## src/sv/cpr_pkg.sv

```systemverilog
// Shared types, widths and constants for the Cartesian-to-polar pixel remap.
package cpr_pkg;

    localparam int COORD_W      = 12;
    localparam int DIM_W        = 13;
    localparam int COLOR_W      = 24;
    localparam int ROW_W        = 14;
    localparam int OFS_W        = 13;
    localparam int GUARD_BITS   = 8;
    localparam int CORDIC_W     = 24;
    localparam int MAG_W        = CORDIC_W - 1;
    localparam int TURN_W       = 20;
    localparam int ANGLE_W      = 22;
    localparam int ATAN_W       = 18;
    localparam int GAIN_W       = 20;
    localparam int MAG_PROD_W   = MAG_W + GAIN_W;
    localparam int MAG_SHIFT    = 20 + GUARD_BITS;
    localparam int RADIUS_W     = 14;
    localparam int TURN_PROD_W  = TURN_W + DIM_W;
    localparam int MAX_DIM      = 4096;
    localparam int CFG_IDX_W    = 1;

    localparam logic [DIM_W-1:0]  DIM_RESET     = 13'd1024;
    localparam logic [GAIN_W-1:0] INV_GAIN_Q20  = 20'd636751;
    localparam logic [TURN_W-1:0] TURN_QUARTER  = 20'h40000;
    localparam logic [TURN_W-1:0] TURN_HALF     = 20'h80000;
    localparam logic [TURN_W-1:0] TURN_3QUARTER = 20'hC0000;

    typedef enum logic [CFG_IDX_W-1:0] {
        REG_WIDTH  = 1'b0,
        REG_HEIGHT = 1'b1
    } cfg_reg_t;

    typedef struct packed {
        logic                       axis;
        logic [COORD_W-1:0]         axis_radius;
        logic [TURN_W-1:0]          axis_turn;
        logic signed [CORDIC_W-1:0] u;
        logic signed [CORDIC_W-1:0] v;
        logic signed [ANGLE_W-1:0]  z;
        logic [COLOR_W-1:0]         color;
    } cordic_data_t;

    typedef struct packed {
        logic [COORD_W-1:0] dest_col;
        logic [ROW_W-1:0]   dest_row;
        logic [COLOR_W-1:0] dest_color;
        logic               in_range;
    } result_t;

    // Angle of each micro-rotation, atan(2^-i) as a Q20 fraction of a turn.
    function automatic logic [ATAN_W-1:0] atan_turn(input int idx);
        logic [ATAN_W-1:0] val;
        unique case (idx)
            0:       val = 18'd131072;
            1:       val = 18'd77376;
            2:       val = 18'd40884;
            3:       val = 18'd20753;
            4:       val = 18'd10417;
            5:       val = 18'd5213;
            6:       val = 18'd2607;
            7:       val = 18'd1304;
            8:       val = 18'd652;
            9:       val = 18'd326;
            10:      val = 18'd163;
            11:      val = 18'd81;
            12:      val = 18'd41;
            13:      val = 18'd20;
            14:      val = 18'd10;
            15:      val = 18'd5;
            16:      val = 18'd3;
            17:      val = 18'd1;
            18:      val = 18'd1;
            default: val = '0;
        endcase
        return val;
    endfunction

endpackage

```

## src/sv/cpr_ifs.sv

```systemverilog


interface cpr_dst_if import cpr_pkg::*; ();
    logic               valid;
    logic               ready;
    logic [COORD_W-1:0] dest_col;
    logic [ROW_W-1:0]   dest_row;
    logic [COLOR_W-1:0] dest_color;
    logic               in_range;

    modport source (output valid, output dest_col, output dest_row, output dest_color,
                    output in_range, input ready);
    modport sink (input valid, input dest_col, input dest_row, input dest_color,
                  input in_range, output ready);
endinterface

```

## src/sv/cpr_skid.sv

```systemverilog
// Output register with a skid entry so the pipeline stalls on a registered signal.
module cpr_skid import cpr_pkg::*;
(
    input  logic          clk,
    input  logic          rst_n,
    input  logic          in_valid,
    input  result_t       in_data,
    output logic          in_ready,
    cpr_dst_if.source     dst
);

    logic    out_valid_reg;
    logic    out_valid_next;
    result_t out_data_reg;
    result_t out_data_next;
    logic    skid_valid_reg;
    logic    skid_valid_next;
    result_t skid_data_reg;
    result_t skid_data_next;
    logic    take;
    logic    load_out;

    assign in_ready = !skid_valid_reg;
    assign take     = in_valid && in_ready;
    assign load_out = !out_valid_reg || dst.ready;

    always_comb
    begin
        out_valid_next  = out_valid_reg;
        out_data_next   = out_data_reg;
        skid_valid_next = skid_valid_reg;
        skid_data_next  = skid_data_reg;
        if (load_out)
        begin
            out_valid_next  = skid_valid_reg || take;
            out_data_next   = skid_valid_reg ? skid_data_reg : in_data;
            skid_valid_next = 1'b0;
        end
        else if (take)
        begin
            skid_valid_next = 1'b1;
            skid_data_next  = in_data;
        end
    end

    always_ff @(posedge clk or negedge rst_n)
    begin
        if (!rst_n)
        begin
            out_valid_reg  <= 1'b0;
            skid_valid_reg <= 1'b0;
        end
        else
        begin
            out_valid_reg  <= out_valid_next;
            skid_valid_reg <= skid_valid_next;
        end
    end

    always_ff @(posedge clk)
    begin
        out_data_reg  <= out_data_next;
        skid_data_reg <= skid_data_next;
    end

    assign dst.valid      = out_valid_reg;
    assign dst.dest_col   = out_data_reg.dest_col;
    assign dst.dest_row   = out_data_reg.dest_row;
    assign dst.dest_color = out_data_reg.dest_color;
    assign dst.in_range   = out_data_reg.in_range;

endmodule
```

## src/flat_wrapper.sv

```systemverilog
// flat-port wrapper written by rule: the top's interface ports become plain ports
module cpr_skid_flat import cpr_pkg::*;
  (clk, rst_n, in_valid, in_data, in_ready, dst_valid, dst_dest_col, dst_dest_row, dst_dest_color, dst_in_range, dst_ready);
  cpr_dst_if dst_i ();
  input  logic clk;
  input  logic rst_n;
  input  logic in_valid;
  input  result_t in_data;
  output logic in_ready;
  output wire logic [$bits(dst_i.valid)-1:0] dst_valid;
  output wire logic [$bits(dst_i.dest_col)-1:0] dst_dest_col;
  output wire logic [$bits(dst_i.dest_row)-1:0] dst_dest_row;
  output wire logic [$bits(dst_i.dest_color)-1:0] dst_dest_color;
  output wire logic [$bits(dst_i.in_range)-1:0] dst_in_range;
  input wire logic [$bits(dst_i.ready)-1:0] dst_ready;
  assign dst_valid = dst_i.valid;
  assign dst_dest_col = dst_i.dest_col;
  assign dst_dest_row = dst_i.dest_row;
  assign dst_dest_color = dst_i.dest_color;
  assign dst_in_range = dst_i.in_range;
  assign dst_i.ready = dst_ready;
  cpr_skid u_core (.clk(clk), .rst_n(rst_n), .in_valid(in_valid), .in_data(in_data), .in_ready(in_ready), .dst(dst_i));
endmodule
```

## config.mk

```make
export PLATFORM = sky130hd
export DESIGN_NAME = cpr_skid_flat
export DESIGN_NICKNAME = d
export VERILOG_FILES = /design/src/sv/cpr_pkg.sv /design/src/sv/cpr_ifs.sv /design/src/sv/cpr_skid.sv /design/src/flat_wrapper.sv
export SDC_FILE = /design/constraint.sdc
export NUM_CORES = 1
export LEC_CHECK = 0
export ABC_AREA = 1
export BUFFER_PORTS_ARGS = -buffer_cell sky130_fd_sc_hd__buf_2
export CAP_MARGIN = 20
export CORE_MARGIN = 2
export CORE_UTILIZATION = 35
export CTS_BUF_LIST = sky130_fd_sc_hd__clkbuf_4 sky130_fd_sc_hd__clkbuf_8
export DETAILED_ROUTE_END_ITERATION = 8
export PLACE_DENSITY_LB_ADDON = 0.25
export SETUP_SLACK_MARGIN = 0.02
export SYNTH_ARGS = -nofsm -noshare
export SYNTH_HDL_FRONTEND = slang
export SYNTH_SLANG_ARGS = --single-unit
```

## constraint.sdc

```tcl
create_clock -name clk -period 3.8 [get_ports clk]
set_input_delay 0.38 -clock clk [delete_from_list [all_inputs] [get_ports clk]]
set_output_delay 0.38 -clock clk [all_outputs]
set_load 0.01 [all_outputs]
```

== After elaboration in Yosys (flattened, before gate mapping) ==
Index checks and enable logic that the tools add are counted.

* Output and inout bits: 53
* Register bits after elaboration: 104
* Bits of input ports: 55

* Reductions and logical operators: 7
* Bitwise gates (word level): 1
* Muxes and demuxes: 3

{| class="wikitable"
|+ Operator list
! kind !! number
|-
| $mux W51 || 1
|-
| $logic_not A1 Y1 || 2
|-
| $logic_or A1 B1 Y1 || 2
|-
| $mux W1 || 2
|-
| $reduce_and A2 Y1 || 1
|-
| $reduce_bool A2 Y1 || 1
|-
| $logic_and A1 B1 Y1 || 1
|-
| $not A1 Y1 || 1
|}

== Logic depth before layout (Yosys ltp) ==
Gate-level depths: netlist (run 1).

* Word-level depth: 4
* Gate-level depth with buffers: 5
* Gate-level depth less buffers: 3

== Worst setup path after synthesis (run 1) ==
No wires, ideal clock.

* Kind: input-to-reg
* Start point: input port dst_ready
* End point: register u_core.skid_data_reg[0] (netlist bit), enable pin
* Cell stages on the path: 3
* Slack: -543 ps
* Setup time: 461 ps
* Arrival: 3882 ps
* Data required time: 3339 ps
* Cells stage by stage: inv_1 > nand2_1 > nor2_1

* Cells in the longest elaborated chain, start to end: 3

{| class="wikitable"
|+ Ends and longest elaborated chain
! element !! RTL line !! source
|-
| from (decl) || flat_wrapper.sv:15 || <nowiki>input wire logic [$bits(dst_i.ready)-1:0] dst_ready;</nowiki>
|-
| $logic_or A1 B1 Y1 || cpr_skid.sv:25 || <nowiki>assign load_out = !out_valid_reg || dst.ready;</nowiki>
|-
| net u_core.load_out || cpr_skid.sv:21 || <nowiki>logic load_out;</nowiki>
|-
| $not A1 Y1 (no source line) || - ||
|-
| $reduce_and A2 Y1 (no source line) || - ||
|-
| to (signal assigned) || cpr_skid.sv:63 || <nowiki>skid_data_reg <= skid_data_next;</nowiki>
|-
| to (decl) || cpr_skid.sv:18 || <nowiki>result_t skid_data_reg;</nowiki>
|}

The timed path passes the listed nets, and every way through them passes these cells.
A chain may end at the register's enable or synchronous reset.

== Final worst setup path (run 1) ==
* Start point: register u_core.skid_valid_reg
* End point: register u_core.skid_data_reg[32] (netlist bit), enable pin

* Cells in the longest elaborated chain, start to end: 3

{| class="wikitable"
|+ Ends and longest elaborated chain
! element !! RTL line !! source
|-
| from (decl) || cpr_skid.sv:16 || <nowiki>logic skid_valid_reg;</nowiki>
|-
| from (signal assigned) || cpr_skid.sv:56 || <nowiki>skid_valid_reg <= skid_valid_next;</nowiki>
|-
| $logic_not A1 Y1 || cpr_skid.sv:23 || <nowiki>assign in_ready = !skid_valid_reg;</nowiki>
|-
| $logic_and A1 B1 Y1 || cpr_skid.sv:24 || <nowiki>assign take = in_valid && in_ready;</nowiki>
|-
| $reduce_and A2 Y1 (no source line) || - ||
|}

Every way passes these cells.

==> results of run 1 <==
## per-stage QoR
stage	total power (W)	instances	setup slack, ns	hold slack [ns]
floorplan	0.001548	276	0.03076	0.08441
global placement	0.001652	515	1.800	0.1729
detailed placement	0.001656	515	1.750	0.1759
CTS	0.002326	532	1.728	0.1863
global route	0.002397	532	1.636	0.1906
finish	0.002294	532	1.765	0.2093
## final cells by class
type,instances,area share [%]
inverters,2,0.3197
flip-flops and latches,104,66.30
clock inverters,7,1.518
well taps,140,3.729
repair buffers,111,12.09
multi-input cells,159,13.40
clock buffers,9,2.637
## worst paths after layout
| check | from | end | slack (ns) | depth (start not counted) |
|---|---|---|---|---|
| setup / recovery | u_core.skid_valid_reg | u_core.skid_data_reg[32] | 1.76 | 4 |
| setup reg to reg | u_core.skid_valid_reg | u_core.skid_data_reg[32] | 1.76 | 4 |
| hold reg to reg | u_core.skid_data_reg[24] | u_core.dst.dest_color[23] | 0.52 | 2 |
| max in group asynchronous | rst_n | u_core.skid_valid_reg | 3.35 | 2 |
| hold / removal | in_data[31] | u_core.skid_data_reg[31] | 0.21 | 1 |
| min in group asynchronous | rst_n | u_core.skid_valid_reg | 0.34 | 2 |
## per-layer routing
metal	GRT usage [%]	share of wire [%]	vias to the layer above
li1	-	-	1146
met1	16.11	46	1000
met2	19.52	46	65
met3	3.048	5.9	9
met4	5.952	1.5	0
met5	0	0	-
## cell usage after synthesis
master	count	share of area, %
nor2_1	3	0.29
buf_6	5	1.5
edfxtp_1	102	79
buf_4	5	0.97
buf_8	1	0.39
inv_1	1	0.097
nand2_2	9	1.5
inv_8	1	0.29
dfrtp_1	2	1.3
nand2_1	147	14
## power by group through the flow
stage	clock network (W)	registers, W	logic [W]
5_1_grt	0.000732	0.00139	0.000272
3_5_place_dp	0	0.00141	0.000245
2_1_floorplan	0	0.00144	0.000104
6_report	0.000670	0.00138	0.000240
3_3_place_gp	0	0.00141	0.000241
4_1_cts	0.000694	0.00139	0.000246
## worst max-delay path, delay by kind of cell, from the launching register on
kind	cells	cell delay [ns]
buffers and inverters	2	0.81
and+or+nand+nor	2	0.38
DFF	1	0.45
## cell families (layout without fill, tap and decap cells)
group	after synthesis	count (layout)	share of synthesized area [%]
simple gates	159	159	16.06
flops	104	104	80.73
buf+inv	13	129	3.212
==> impl_metrics.csv, run 1 <==
group,metric,value,unit
layout,drive_gt1_share,34.95,%
clock_tree,path_clk_slew,0.10,ns
power_and_ir_drop,ir_worst_vdd,0.0001571,V
worst_setup_path,crit_fanout,53,
layout,multi_input_area,629.4,sq um
worst_hold_path,hold_class,"in2reg",
layout,layout_common_cells,"nand2_1 (146), buf_2 (107), edfxtp_1 (102), nand2_2 (10), clkbuf_8 (9)",
clock_tree,root_buffer,"clkbuf_8",
die,die_w,109.0,microns
placed_design,hpwl,4.565,mm
synthesis,synthesis.area,3856,sq um
layout,diodes,0,
drt,vias_per_cell,4.173,
power_and_ir_drop,seqPwrFrac,60.3,%
sta,clock_skew,0.01535,ns
power_and_ir_drop,internal-power,0.001754,W
sta,clock.fmax,491.3,MHz
worst_setup_path,arrival,2.02,ns
clock_tree,cts_hold_buf,1,
drt,initialDrtViolationCount,75,
worst_setup_path,criticalPathCategory,"reg2reg",
synthesis,synthCells,276,
layout,seqCellArea,3114,sq um
power_and_ir_drop,switchingPower,0.0005399,W
drt,first_pass_iters,4,
worst_setup_path,max_stage_delay,0.55,ns
grt,antenna_found_initial,0,
worst_setup_path,path_cells,"inv_8, nand2_1, nor2_4, buf_4",
drt,ant_nets,0,
grt,track_usage,12.40,%
sta,finalHoldViolations,0,
layout,areaGrowthSynthToFinish,21.80,%
placed_design,dpl_cell_area,4492,sq um
worst_setup_path,end_kind,"flop",
grt,grt_max_degree,54,
sta,layout_min_cycle_time,2.035,ns
layout,final_common_cell,"nand2_1",
clock_tree,cts_tree,"yes",
status,status,"finished clean",
power_and_ir_drop,p_leak,2.013,nW
synthesis,syn_nets,331,
worst_setup_path,worst_ep_required_time,3.78,ns
clock_tree,cts_buffers,9,
sta,slew_headroom,55.24,%
layout,largest_reg_flops,51,
sta,rsz0062_at_grt,"false",
drt,via_count,2220,
drt,wl,7.120,mm
die,ioPinCount,108,
power_and_ir_drop,powerDensity,488.4,nW/um^2
clock_tree,cts_resized,0,
grt,grt_pass1_wl,10.99,mm
clock_tree,clock-sinks,104,
drt,drcViolationCount,0,
sta,tightest_slew,0.6715,ns
drt,wl_per_cell,13.38,microns
grt,gr-total-overflow,0,
synthesis,yosys_warnings,0,
die,die-area,11870,sq um
synthesis,synth_area_per_cell,13.97,sq um
sta,setup-violations-final,0,
synthesis,yosys_register_bits,104,
placed_design,numPortBuffers,107,
sta,setup_tns,0,ns
sta,period_share,53.56,%
power_and_ir_drop,switching_share,23.54,%
layout,design_area,4697,sq um
job,cap_viol_max_count,0,
synthesis,synth.distinct_cells,10,
clock_tree,cts-htree-levels,3,
clock_tree,clock_latency,0.35,ns
layout,num-nets-final,442,
clock_tree,cts_max_path_buffers,2,
clock_tree,post_cts_buffers,0,
sta,final_max_slew_viol_count,0,
placed_design,gp_congestion,0.6807,
worst_setup_path,startpoint_type,"flop",
power_and_ir_drop,p_clk_share,29.2,%
layout,utilization,43.52,%
die,core,10790,sq um
grt,grt_pass1_vias,2260,
die,start_util,35.73,%
power_and_ir_drop,combPwrFrac,10.4,%
die,rows,38,
die,die_h,109.0,microns
layout,nFillCells,1013,
worst_setup_path,crit_slowest_cell,"buf_4",
synthesis,yosysSeqAreaShare,80.73,%
(Power assumes the default switching activity.)
==> run 2, diff against run 1 <==
--- a/config.mk
+++ b/config.mk
@@ -5,7 +5,7 @@
 export SDC_FILE = /design/constraint.sdc
 export NUM_CORES = 1
 export LEC_CHECK = 0
-export ABC_AREA = 1
+export ABC_AREA = 0
 export BUFFER_PORTS_ARGS = -buffer_cell sky130_fd_sc_hd__buf_2
 export CAP_MARGIN = 20
 export CORE_MARGIN = 2
==> constraint.sdc (replaced) <==
create_clock -name clk -period 2 [get_ports clk]
set_input_delay 0.2 -clock clk [delete_from_list [all_inputs] [get_ports clk]]
set_output_delay 0.2 -clock clk [all_outputs]
set_load 0.01 [all_outputs]
==> run 2 against run 1 <==
Effect of this change:
- sequential share of layout area is 2.8 points lower
- sequential power rose by 89%
- utilization hardly changed
- critical path type unchanged
- critical endpoint is now u_core.dst.dest_row[12]
- largest cell class unchanged
==> impl_metrics.csv, run 2 <==
group,metric,value,unit
clock_tree,cts-htree-levels,3,
sta,layout_min_cycle_time,1.641,ns
layout,design_area,4906,sq um
synthesis,synthCells,167,
power_and_ir_drop,seqPwrFrac,58.6,%
worst_hold_path,holdPathStages,1,
drt,ant_nets,0,
grt,antenna_found_initial,0,
synthesis,synthTopCellsByArea,"edfxtp_1 (77%), mux2_4 (18%), buf_12 (2.0%), dfrtp_1 (1.3%), mux2_2 (1.1%)",
worst_setup_path,crit_fanout,38,
power_and_ir_drop,combPwrFrac,11.4,%
synthesis,synth-main-ff-cell,"edfxtp_1",
layout,layout_common_cells,"buf_2 (107), edfxtp_1 (102), mux2_4 (47), clkbuf_8 (11)",
die,die-area,12300,sq um
worst_setup_path,worst_ep_required_time,2.11,ns
worst_setup_path,arrival,1.75,ns
clock_tree,root_buffer,"clkbuf_8",
drt,vias_per_cell,4.394,
layout,num-nets-final,341,
worst_setup_path,r2r_cells,2,
worst_setup_path,r2r-start,"u_core.skid_valid_reg",
worst_setup_path,rrSetupSlack,0.36,ns
synthesis,synth-edff-count,102,
worst_setup_path,criticalPathCategory,"reg2reg",
drt,first_pass_iters,4,
sta,rsz0062_at_grt,"false",
sta,clock.fmax,609.3,MHz
clock_tree,cts_hold_buf,1,
die,core,11270,sq um
synthesis,synth_common_cells,"edfxtp_1 (102), mux2_4 (47), buf_12 (4), mux2_2 (4)",
synthesis,yosys_warnings,0,
drt,via_count,1907,
power_and_ir_drop,internal-power,0.003508,W
power_and_ir_drop,p_clk_share,30.0,%
clock_tree,cts_resized,0,
grt,gr-total-overflow,0,
power_and_ir_drop,p_leak,1.955,nW
grt,grt_max_degree,43,
layout,areaGrowthSynthToFinish,22.68,%
synthesis,syn_nets,222,
drt,initialDrtViolationCount,74,
synthesis,synthesis.area,3999,sq um
worst_setup_path,startpoint_type,"flop",
sta,period_share,82.06,%
drt,wl,6.901,mm
sta,tightest_slew,0.6988,ns
worst_hold_path,holdCritStartpoint,"in_data[17]",
clock_tree,clock-sinks,104,
layout,largest_reg_flops,51,
grt,track_usage,11.35,%
placed_design,hpwl,4.665,mm
worst_setup_path,r2r-end,"u_core.dst.dest_row[12]",
drt,wl_per_cell,15.90,microns
synthesis,synth.distinct_cells,12,
die,die_w,110.9,microns
die,rows,39,
worst_hold_path,worstHoldEndpoint,"u_core.skid_data_reg[17]",
clock_tree,post_cts_buffers,0,
power_and_ir_drop,powerDensity,909.4,nW/um^2
worst_setup_path,end_kind,"flop",
power_and_ir_drop,switching_share,21.37,%
layout,diodes,0,
clock_tree,cts_buffers,9,
synthesis,async_flop_share,1.923,%
sta,finalHoldViolations,0,
layout,final_common_cell,"buf_2",
sta,clock_skew,0.009647,ns
power_and_ir_drop,ir_worst_vdd,0.0003504,V
status,status,"finished clean",
power_and_ir_drop,total_power,0.004462,W
synthesis,yosysTopAreaCell,"edfxtp_1",
grt,grt_pass1_wl,10.54,mm
die,start_util,35.48,%
synthesis,synth_top_area_share,76.60,%
synthesis,yosysSeqAreaShare,77.85,%
layout,nFillCells,1010,
power_and_ir_drop,switchingPower,0.0009534,W
sta,slew_headroom,53.41,%
grt,grt_pass1_vias,1985,
placed_design,gp_congestion,0.6940,
drt,drcViolationCount,0,
clock_tree,clock_latency,0.36,ns
clock_tree,cts_max_path_buffers,2,
layout,drive_gt1_share,62.54,%
placed_design,numPortBuffers,107,
die,ioPinCount,108,
synthesis,yosys_register_bits,104,
sta,setup-violations-final,0,
sta,final_max_slew_viol_count,0,
clock_tree,cts_tree,"yes",
clock_tree,path_clk_slew,0.10,ns
synthesis,yosysMostFrequentCell,"edfxtp_1",
worst_hold_path,hold_class,"in2reg",
die,die_h,110.9,microns
job,cap_viol_max_count,0,
synthesis,synth_area_per_cell,23.95,sq um
placed_design,dpl_cell_area,4679,sq um
==> run 2: per-layer routing <==
layer | routed length [microns] | GRT usage, % | up-vias
met5 | 0 | 0 | -
li1 | - | - | 893
met3 | 392 | 3.718 | 7
met2 | 3428 | 18.69 | 65
met4 | 139 | 5.500 | 0
met1 | 2940 | 13.44 | 942
==> run 2: worst max-delay path by stage <==
stage / slack, ns / startpoint / endpoint
2_1_floorplan: -0.62 / u_core.dst.valid / u_core.skid_data_reg[0]
3_3_place_gp: 0.38 / u_core.skid_valid_reg / u_core.dst.dest_color[2]
3_5_place_dp: 0.36 / u_core.skid_valid_reg / u_core.dst.dest_row[7]
4_1_cts: 0.33 / u_core.skid_valid_reg / u_core.dst.dest_color[15]
5_1_grt: 0.30 / u_core.skid_valid_reg / u_core.dst.dest_color[11]
6_report: 0.36 / u_core.skid_valid_reg / u_core.dst.dest_row[12]
==> run 2: critical path: stages, from the launching register on <==
cell	delay [ns]
dfrtp_4	0.44
buf_4	0.58
mux2_4	0.36
==> run 2: power groups by stage <==
stage | clock, W | sequential, W | combinational (W)
global route | 0.00147 | 0.00263 | 0.000548
global placement | 0 | 0.00266 | 0.000511
floorplan | 0 | 0.00272 | 0.000267
CTS | 0.00138 | 0.00262 | 0.000521
finish | 0.00134 | 0.00261 | 0.000510
detailed placement | 0 | 0.00267 | 0.000518
==> run 2: kinds of logic after synthesis <==
group | share of synthesized area [%]
muxes | 18.77
DFF | 77.85
and+or+nand+nor | 0.6259
buffers and inverters | 2.753
==> run 2: per-stage QoR <==
stage	setup TNS (ns)	hold WS (ns)	utilization (%)	cells	setup WS (ns)
CTS	0	0.005046	43.43	433	0.3346
global route	0	0.003176	43.52	434	0.2960
finish	0	0.02689	43.52	434	0.3589
floorplan	-31.81	-0.09559	-	167	-0.6238
global placement	0	-0.01192	41.51	416	0.3762
detailed placement	0	-0.009332	41.51	416	0.3587
==> run 2: cell type report <==
type                       count  area (sq um)  area share, %
tap                          143         178.9          3.647
sequential                   104          3117          63.53
clock inverter                 3         40.04         0.8161
inverter                       1         3.754        0.07651
timing repair buffer         114         605.6          12.34
clock buffer                  13         166.4          3.392
multi-input combinational     56         794.5          16.19
==> run 3, diff against run 2 <==
==> constraint.sdc (replaced) <==
create_clock -name clk -period 1.4 [get_ports clk]
set_input_delay 0.14 -clock clk [delete_from_list [all_inputs] [get_ports clk]]
set_output_delay 0.14 -clock clk [all_outputs]
set_load 0.01 [all_outputs]
==> run 3 against run 2 <==
Effect of this change:
- cell area is 13% higher
- critical path type unchanged
- combinational power rose by 77%
- clock-buffer cell count down 1
- worst hold slack better by 0.075 ns
- die area stayed put
- utilization up 5.8 points
- clock skew about the same
==> impl_metrics.csv, run 3 (same netlist as run 2, synthesis figures left out) <==
group,metric,value,unit
die,start_util,35.48,%
sta,rsz0062_at_grt,"true",
sta,clock_skew,0.009635,ns
worst_setup_path,crit_slowest_cell,"dfrtp_4",
drt,via_count,2084,
power_and_ir_drop,powerDensity,1162,nW/um^2
grt,track_usage,12.03,%
placed_design,dpl_worst_slack,0.01488,ns
power_and_ir_drop,internal-power,0.005076,W
drt,wl_per_cell,15.00,microns
worst_setup_path,startpoint_type,"flop",
clock_tree,clock-sinks,104,
sta,finalHoldViolations,0,
drt,vias_per_cell,4.244,
grt,grt_max_degree,34,
drt,initialDrtViolationCount,69,
grt,antenna_found_initial,0,
clock_tree,cts_buffers,9,
layout,layout_common_cells,"buf_2 (106), edfxtp_1 (102), dlygate4sd3_1 (53), mux2_4 (47), clkbuf_8 (9)",
die,die_h,110.9,microns
power_and_ir_drop,p_leak,2.222,nW
job,cap_viol_max_count,0,
die,core,11270,sq um
worst_setup_path,crit_fanout,12,
power_and_ir_drop,seqPwrFrac,57.8,%
power_and_ir_drop,switching_share,21.40,%
status,status,"finished clean",
sta,setup-violations-final,0,
clock_tree,cts_max_path_buffers,2,
clock_tree,clock_latency,0.36,ns
worst_setup_path,arrival,1.47,ns
drt,wl,7.365,mm
power_and_ir_drop,combPwrFrac,14.0,%
power_and_ir_drop,switchingPower,0.001382,W
worst_setup_path,crit_family,"flip-flops",
worst_setup_path,worst_ep_required_time,1.48,ns
die,ioPinCount,108,
sta,final_max_slew_viol_count,0,
worst_setup_path,criticalPathCategory,"reg2reg",
grt,grt_pass1_wl,11.26,mm
sta,period_share,99.51,%
sta,layout_min_cycle_time,1.393,ns
sta,tightest_slew,0.3928,ns
clock_tree,cts_tree,"yes",
power_and_ir_drop,ir_worst_vdd,0.0004299,V
worst_setup_path,path_cells,"nor3b_4, buf_6, clkbuf_16",
clock_tree,cts-htree-levels,3,
sta,clock.fmax,717.8,MHz
placed_design,gp_congestion,0.7075,
power_and_ir_drop,total_power,0.006458,W
placed_design,numPortBuffers,107,
grt,grt_pass1_vias,2154,
worst_hold_path,hold_class,"in2async",
clock_tree,path_clk_slew,0.09,ns
layout,areaGrowthSynthToFinish,39.02,%
drt,ant_nets,0,
layout,drive_gt1_share,53.74,%
grt,gr-total-overflow,0,
die,die_w,110.9,microns
die,rows,39,
layout,largest_reg_flops,51,
sta,slew_headroom,73.81,%
die,die-area,12300,sq um
worst_setup_path,end_kind,"flop",
worst_setup_path,max_stage_delay,0.54,ns
layout,final_common_cell,"buf_2",
sta,worst_slack,0.006837,ns
layout,utilization,49.32,%
clock_tree,root_buffer,"clkbuf_8",
placed_design,hpwl,4.696,mm
worst_setup_path,crit_buf_inv,2,
drt,first_pass_iters,4,
layout,num-nets-final,398,
layout,diodes,0,
drt,drcViolationCount,0,
power_and_ir_drop,p_clk_share,28.2,%
layout,nFillCells,944,
[run 3: repair_timing]
action	CTS	global route
endpoints found under the setup margin	52	83
cloned	1	2
setup buffers	0	2
hold buffers	53	0
pin swaps	1	1
endpoints found under the hold margin	54	0
gates resized for setup	3	2
[run 3: path summary, 6_finish.rpt]
| check | start | endpoint | slack (ns) | cells after the start |
|---|---|---|---|---|
| worst max-delay path | u_core.skid_valid_reg | u_core.skid_data_reg[5] | 0.007 | 3 |
| worst min-delay path | rst_n | u_core.skid_valid_reg | 0.10 | 2 |
| worst max register to register | u_core.skid_valid_reg | u_core.skid_data_reg[5] | 0.007 | 3 |
| worst min register to register | u_core.skid_data_reg[17] | u_core.dst.dest_color[16] | 0.55 | 1 |
| max in group asynchronous | rst_n | u_core.skid_valid_reg | 1.19 | 2 |
| min in group clk | dst_ready | u_core.dst.valid | 0.36 | 4 |
[run 3: through the flow]
stage	instances	TNS (ns)	cell area, sq um	hold slack (ns)
global placement	417	0	4725	-0.06764
global route	491	-0.8014	5559	0.09474
finish	491	0	5559	0.1019
floorplan	167	-62.41	4018	-0.1556
CTS	487	-0.007673	5488	0.08351
detailed placement	417	0	4725	-0.06699
[run 3: layer usage]
| layer | global-route usage (%) | wire length (microns) | vias to the layer above |
|---|---|---|---|
| met5 | 0 | 0 | - |
| met4 | 6.917 | 148 | 0 |
| met3 | 2.734 | 337 | 11 |
| met2 | 20.70 | 3710 | 64 |
| met1 | 13.79 | 3169 | 1003 |
| li1 | - | - | 1006 |
[run 3: area by class of cell]
cell class,count,area [sq um],area share (%)
inverters,1,8.758,0.1576
multi-input cells,56,794.5,14.29
repair buffers,171,1269,22.82
clock buffers,12,146.4,2.633
clock inverters,4,45.04,0.8103
well taps,143,178.9,3.219
flip-flops and latches,104,3117,56.07
[run 3: power groups by stage]
stage	logic, W	registers (W)	clock network [W]
after floorplan	0.000381	0.00388	0
after global placement	0.000749	0.00380	0
after detailed placement	0.000755	0.00381	0
after CTS	0.000895	0.00374	0.00188
after global routing	0.000969	0.00376	0.00201
final	0.000905	0.00373	0.00182
